===== src/fdt_pkg.sv =====
package fdt_pkg;

    localparam int unsigned VALUE_WIDTH_DEF = 31;

    typedef enum logic [2:0] {
        S_IDLE,
        S_CHECK,
        S_TRIAL_GO,
        S_TRIAL_WAIT,
        S_LEG_GO,
        S_LEG_WAIT,
        S_OUT
    } fdt_state_t;

endpackage


===== src/fdt_div.sv =====
module fdt_div #(
    parameter int unsigned VALUE_WIDTH = fdt_pkg::VALUE_WIDTH_DEF
) (
    input  logic                   clk,
    input  logic                   rst_n,
    input  logic                   start,
    input  logic [VALUE_WIDTH-1:0] dividend,
    input  logic [VALUE_WIDTH-1:0] divisor,
    output logic                   done,
    output logic [VALUE_WIDTH-1:0] quotient,
    output logic [VALUE_WIDTH-1:0] remainder
);
    localparam int unsigned CW = $clog2(VALUE_WIDTH + 1);

    logic                   busy_reg, busy_next;
    logic                   done_reg, done_next;
    logic [CW-1:0]          cnt_reg, cnt_next;
    logic [VALUE_WIDTH-1:0] quo_reg, quo_next;
    logic [VALUE_WIDTH-1:0] rem_reg, rem_next;
    logic [VALUE_WIDTH-1:0] dvsr_reg, dvsr_next;
    logic [VALUE_WIDTH:0]   rem_shift;
    logic [VALUE_WIDTH:0]   diff;

    assign rem_shift = {rem_reg, quo_reg[VALUE_WIDTH-1]};
    assign diff      = rem_shift - {1'b0, dvsr_reg};

    always_comb
    begin
        busy_next = busy_reg;
        done_next = 1'b0;
        cnt_next  = cnt_reg;
        quo_next  = quo_reg;
        rem_next  = rem_reg;
        dvsr_next = dvsr_reg;
        if (start)
        begin
            busy_next = 1'b1;
            cnt_next  = CW'(VALUE_WIDTH);
            quo_next  = dividend;
            rem_next  = '0;
            dvsr_next = divisor;
        end
        else if (busy_reg)
        begin
            if (diff[VALUE_WIDTH])
            begin
                rem_next = rem_shift[VALUE_WIDTH-1:0];
                quo_next = {quo_reg[VALUE_WIDTH-2:0], 1'b0};
            end
            else
            begin
                rem_next = diff[VALUE_WIDTH-1:0];
                quo_next = {quo_reg[VALUE_WIDTH-2:0], 1'b1};
            end
            cnt_next = cnt_reg - CW'(1);
            if (cnt_reg == CW'(1))
            begin
                busy_next = 1'b0;
                done_next = 1'b1;
            end
        end
    end

    always_ff @(posedge clk or negedge rst_n)
    begin
        if (!rst_n)
        begin
            busy_reg <= 1'b0;
            done_reg <= 1'b0;
            cnt_reg  <= '0;
        end
        else
        begin
            busy_reg <= busy_next;
            done_reg <= done_next;
            cnt_reg  <= cnt_next;
        end
    end

    always_ff @(posedge clk)
    begin
        quo_reg  <= quo_next;
        rem_reg  <= rem_next;
        dvsr_reg <= dvsr_next;
    end

    assign done      = done_reg;
    assign quotient  = quo_reg;
    assign remainder = rem_reg;
endmodule


===== config.mk =====
export PLATFORM = sky130hd
export DESIGN_NAME = fdt_div
export DESIGN_NICKNAME = d
export VERILOG_FILES = /design/src/fdt_pkg.sv /design/src/fdt_div.sv
export SDC_FILE = /design/constraint.sdc
export NUM_CORES = 1
export LEC_CHECK = 0
export BUFFER_PORTS_ARGS = -buffer_cell sky130_fd_sc_hd__buf_2
export CAP_MARGIN = 0
export CORE_ASPECT_RATIO = 1.1
export CORE_MARGIN = 1.5
export CORE_UTILIZATION = 26
export CTS_BUF_LIST = sky130_fd_sc_hd__clkbuf_4 sky130_fd_sc_hd__clkbuf_8 sky130_fd_sc_hd__clkbuf_16
export DETAILED_ROUTE_END_ITERATION = 7
export PLACE_DENSITY = 0.53
export SLEW_MARGIN = 20
export SYNTH_ARGS = -nofsm -noshare
export SYNTH_HDL_FRONTEND = slang
export SYNTH_SLANG_ARGS = --single-unit
export TNS_END_PERCENT = 100

===== constraint.sdc =====
create_clock -name clk -period 3.5 [get_ports clk]
set_input_delay 0 -clock clk [delete_from_list [all_inputs] [get_ports clk]]
set_output_delay 0 -clock clk [all_outputs]
set_load 0.005 [all_outputs]

==> flow_metrics.tcl <==
set metrics [dict create \
    antenna_cells 0 \
    grt_setup_unrepaired "false" \
    die_height_um 160.0 \
    die_width_um 145.7 \
    cts_max_level 3 \
    skew_ns 0.008366 \
    status "completed" \
    area_delta_synth_final_pct 31.03 \
    synthArstFlopShare 0.07000 \
    reg2reg_slack_ns 0.32 \
    yosysSeqAreaShare 0.4564 \
    regArea_um2 2658 \
    power.density_nw_per_um2 678.7 \
    cts_tree "built" \
    post_cts_resized 0 \
    finalHoldViolations 0 \
    final_max_slew_viol_count 0 \
    tns_ns 0 \
    synth_warnings 0 \
    reg2reg_depth 12 \
    nNetsFinal 833 \
    placementRows 57 \
    io_buffers 127 \
    leakage_nw 3.361 \
    synth_seq_cells 100 \
    grt_start_max_net_pins 48 \
    dp.cells 955 \
    hold_class "input port to async pin" \
    path_max_fanout 4 \
    drive_above_1_share 0.2558 \
    start_util 0.2642 \
    via_per_inst 4.543 \
    max-vdd-ir-drop_uv 315.0 \
    synth_compound_area_frac 0.1554 \
    cp_cell_sequence "inv_1 -> ha_1 -> fa_1 -> nand2b_1 -> a21oi_1 -> o21ai_0 -> and2_1 -> o31ai_1 -> a221oi_1 -> xnor2_1 -> mux2i_1 -> a211oi_1" \
    startpoint_type "flop" \
    crit_start "quotient[30]$_DFFE_PP_" \
    crit_family "compound AO/OA/AOI/OAI gates" \
    finalCriticalPeriod_ns 3.183 \
    multi_input_area_um2 2845 \
    ioPinCount 128 \
    timing.final.crit_share 0.9094 \
    grt_pass1_vias 4908 \
    setup_viol 0 \
    layoutNonFillerInstCount 1034 \
    final_util 0.3462 \
    clk_pin_slew_ns 0.07 \
    critPathSlowestCell "o31ai_1" \
    path_buf_inv 1 \
    ys.flop_type "edfxtp_1" \
    arrival_ns 3.46 \
    grt_pass1_wl_mm 24.49 \
    track_usage 0.1315 \
    drtIter0Drc 127 \
    syn_area_um2 5823 \
    overflow 0 \
    post_cts_buffers 0 \
    cpPeakStageDelay_ns 0.44 \
    n_fill_cell 2266 \
    syn_area_per_cell_um2 10.53 \
    drc 0 \
    die_area_um2 23300 \
    synth_adder_area_share 0.07434 \
    use_met3 0.03743 \
    critPathKind "flop to flop" \
    num_vias 4697 \
    synthSimpleGateAreaFrac 0.1059 \
    antenna_found_initial 0 \
    cts_root_buffer "clkbuf_16" \
    grt_use_met2 0.2281 \
    grt-busiest-layer "met2" \
    synth_top_family_by_area "compound AO/OA/AOI/OAI gates" \
    wl_per_cell_um 14.42 \
    drv_cap 0 \
    timing.rr.end "remainder[24]$_SDFFE_PP0P_" \
    wirelength_mm 14.91 \
    fmax_mhz 314.2 \
    syn_nets 652 \
    critPathCapture "remainder[24]$_SDFFE_PP0P_" \
    whs_ns 0.02618 \
    met1_usage 0.1557 \
    first_pass_iters 4 \
    hpwl_mm 10.95 \
    cts.path.max_buffers 2 \
    synthMuxAreaShare 0.1064 \
    rr_startpoint "quotient[30]$_DFFE_PP_" \
    slew_headroom 0.4607 \
    cp.required_ns 3.77 \
    synthDistinctLibCells 60 \
    final_antenna_net_count 0 \
    end_kind "flop" \
    cp.depth 12 \
    core_um2 22040 \
    synth_edf_count 62 \
    tightest_slew_ns 0.8060 \
    synth_cells 553 \
    cts_buffers 9 \
    clock_latency_ns 0.36 \
    cts_sinks 100 \
    gp_congestion 0.8008 \
    synthXorXnorAreaFrac 0.04663 \
]
## worst min path at each step
stage                     start                endpoint
after global routing      rst_n          done$_DFF_PN0_
final                     rst_n  cnt_reg[2]$_DFFE_PN0P_
after global placement    rst_n  cnt_reg[0]$_DFFE_PN0P_
after floorplan           rst_n      busy_reg$_DFF_PN0_
after CTS                 rst_n  cnt_reg[2]$_DFFE_PN0P_
after detailed placement  rst_n  cnt_reg[1]$_DFFE_PN0P_
## cell type report
| class | count | area share |
|---|---|---|
| tap | 295 | 0.04838 |
| clock inverter | 7 | 0.006560 |
| multi-input combinational | 382 | 0.3729 |
| timing repair buffer | 196 | 0.1722 |
| inverter | 45 | 0.02214 |
| sequential | 100 | 0.3483 |
| clock buffer | 9 | 0.02952 |
## kinds of logic after synthesis
kind of cell | after synthesis
compound gates | 132
simple gates | 127
flops | 100
buf+inv | 71
mux | 58
fa+ha+maj | 34
xor+xnor | 31
## placed cells by master, fill, tap and decap left out, drive strengths merged, types with 2 or more instances in the layout
cell / instances
o211ai: 6
o31ai: 3
mux2i: 27
o21ai: 20
edfxtp: 62
ha: 33
dfxtp: 31
nor3b: 2
and3: 2
a21o: 11
o21a: 3
buf: 133
a211oi: 27
nand2b: 12
or2: 2
xor2: 11
inv: 48
nor3: 6
dfrtp: 7
a31o: 4
a21oi: 34
nor4b: 2
and2: 6
dlygate4sd3: 63
mux2: 31
nand2: 31
a31oi: 2
o311ai: 2
clkinv: 3
a22o: 2
clkbuf: 9
nand4: 6
nand3: 5
xnor2: 20
a41o: 2
nor2: 46
a2111oi: 3
o21bai: 6
and4: 3
## power breakdown
group          internal [mW]  switching [mW]  leakage [nW]
sequential              1.49           0.196         0.957
combinational           1.20            1.33          2.27
clock                  0.487           0.473         0.132
## routing by layer
layer	up-vias	routed length, um
met5	-	0
met4	0	271
met3	20	873
met2	125	7251
met1	2180	6518
li1	2372	-
## synthesized netlist by cell type, types with 2 or more instances
| master | number | area share |
|---|---|---|
| ha_1 | 33 | 0.071 |
| a211oi_1 | 26 | 0.034 |
| xor2_1 | 11 | 0.017 |
| o21ai_1 | 4 | 0.0034 |
| mux2i_1 | 27 | 0.046 |
| and2_1 | 5 | 0.0054 |
| a21o_1 | 11 | 0.014 |
| a31o_2 | 4 | 0.0060 |
| nand4_1 | 5 | 0.0054 |
| o211ai_1 | 6 | 0.0077 |
| o21a_1 | 3 | 0.0039 |
| buf_2 | 5 | 0.0043 |
| xnor2_1 | 20 | 0.030 |
| edfxtp_1 | 62 | 0.32 |
| nor4b_1 | 2 | 0.0030 |
| a21oi_1 | 34 | 0.029 |
| inv_1 | 45 | 0.029 |
| nor3_1 | 6 | 0.0052 |
| o21bai_1 | 6 | 0.0077 |
| nand2_1 | 31 | 0.020 |
| nor3b_1 | 2 | 0.0026 |
| buf_4 | 2 | 0.0026 |
| a31oi_1 | 2 | 0.0021 |
| a41o_1 | 2 | 0.0034 |
| a22o_1 | 2 | 0.0030 |
| and4_1 | 3 | 0.0045 |
| o31ai_1 | 3 | 0.0039 |
| nor2_1 | 46 | 0.030 |
| nand2b_1 | 12 | 0.013 |
| buf_12 | 2 | 0.0069 |
| dfrtp_1 | 7 | 0.030 |
| nand3_1 | 5 | 0.0043 |
| buf_1 | 2 | 0.0013 |
| o21ai_0 | 16 | 0.014 |
| and3_1 | 2 | 0.0021 |
| clkbuf_1 | 14 | 0.0090 |
| dfxtp_1 | 31 | 0.11 |
| a2111oi_0 | 2 | 0.0030 |
| mux2_2 | 31 | 0.060 |
## metrics by stage
stage                     instance area (um2)  total power, mW  setup slack (ns)
after global placement                   6724            4.207            0.2486
after detailed placement                 6724            4.218            0.2800
final                                    7630            5.178            0.3172
after floorplan                          5823            3.656            0.7020
after global routing                     7630            5.584           0.04379
after CTS                                7630            5.257            0.2545
## worst reg2reg max path, cell delays in order (launching register included)
cell      delay, ns
edfxtp_1       0.36
inv_1          0.06
ha_1           0.22
fa_1           0.41
nand2b_1       0.19
a21oi_1        0.30
o21ai_0        0.24
and2_1         0.25
o31ai_1        0.44
a221oi_1       0.17
xnor2_1        0.16
mux2i_1        0.09
a211oi_1       0.22
## repair_timing
action	4_1_cts	5_1_grt
endpoints found under the setup margin	0	0
hold buffers	63	0
hold endpoints to repair	69	0
Power figures use the tool's default switching activity.
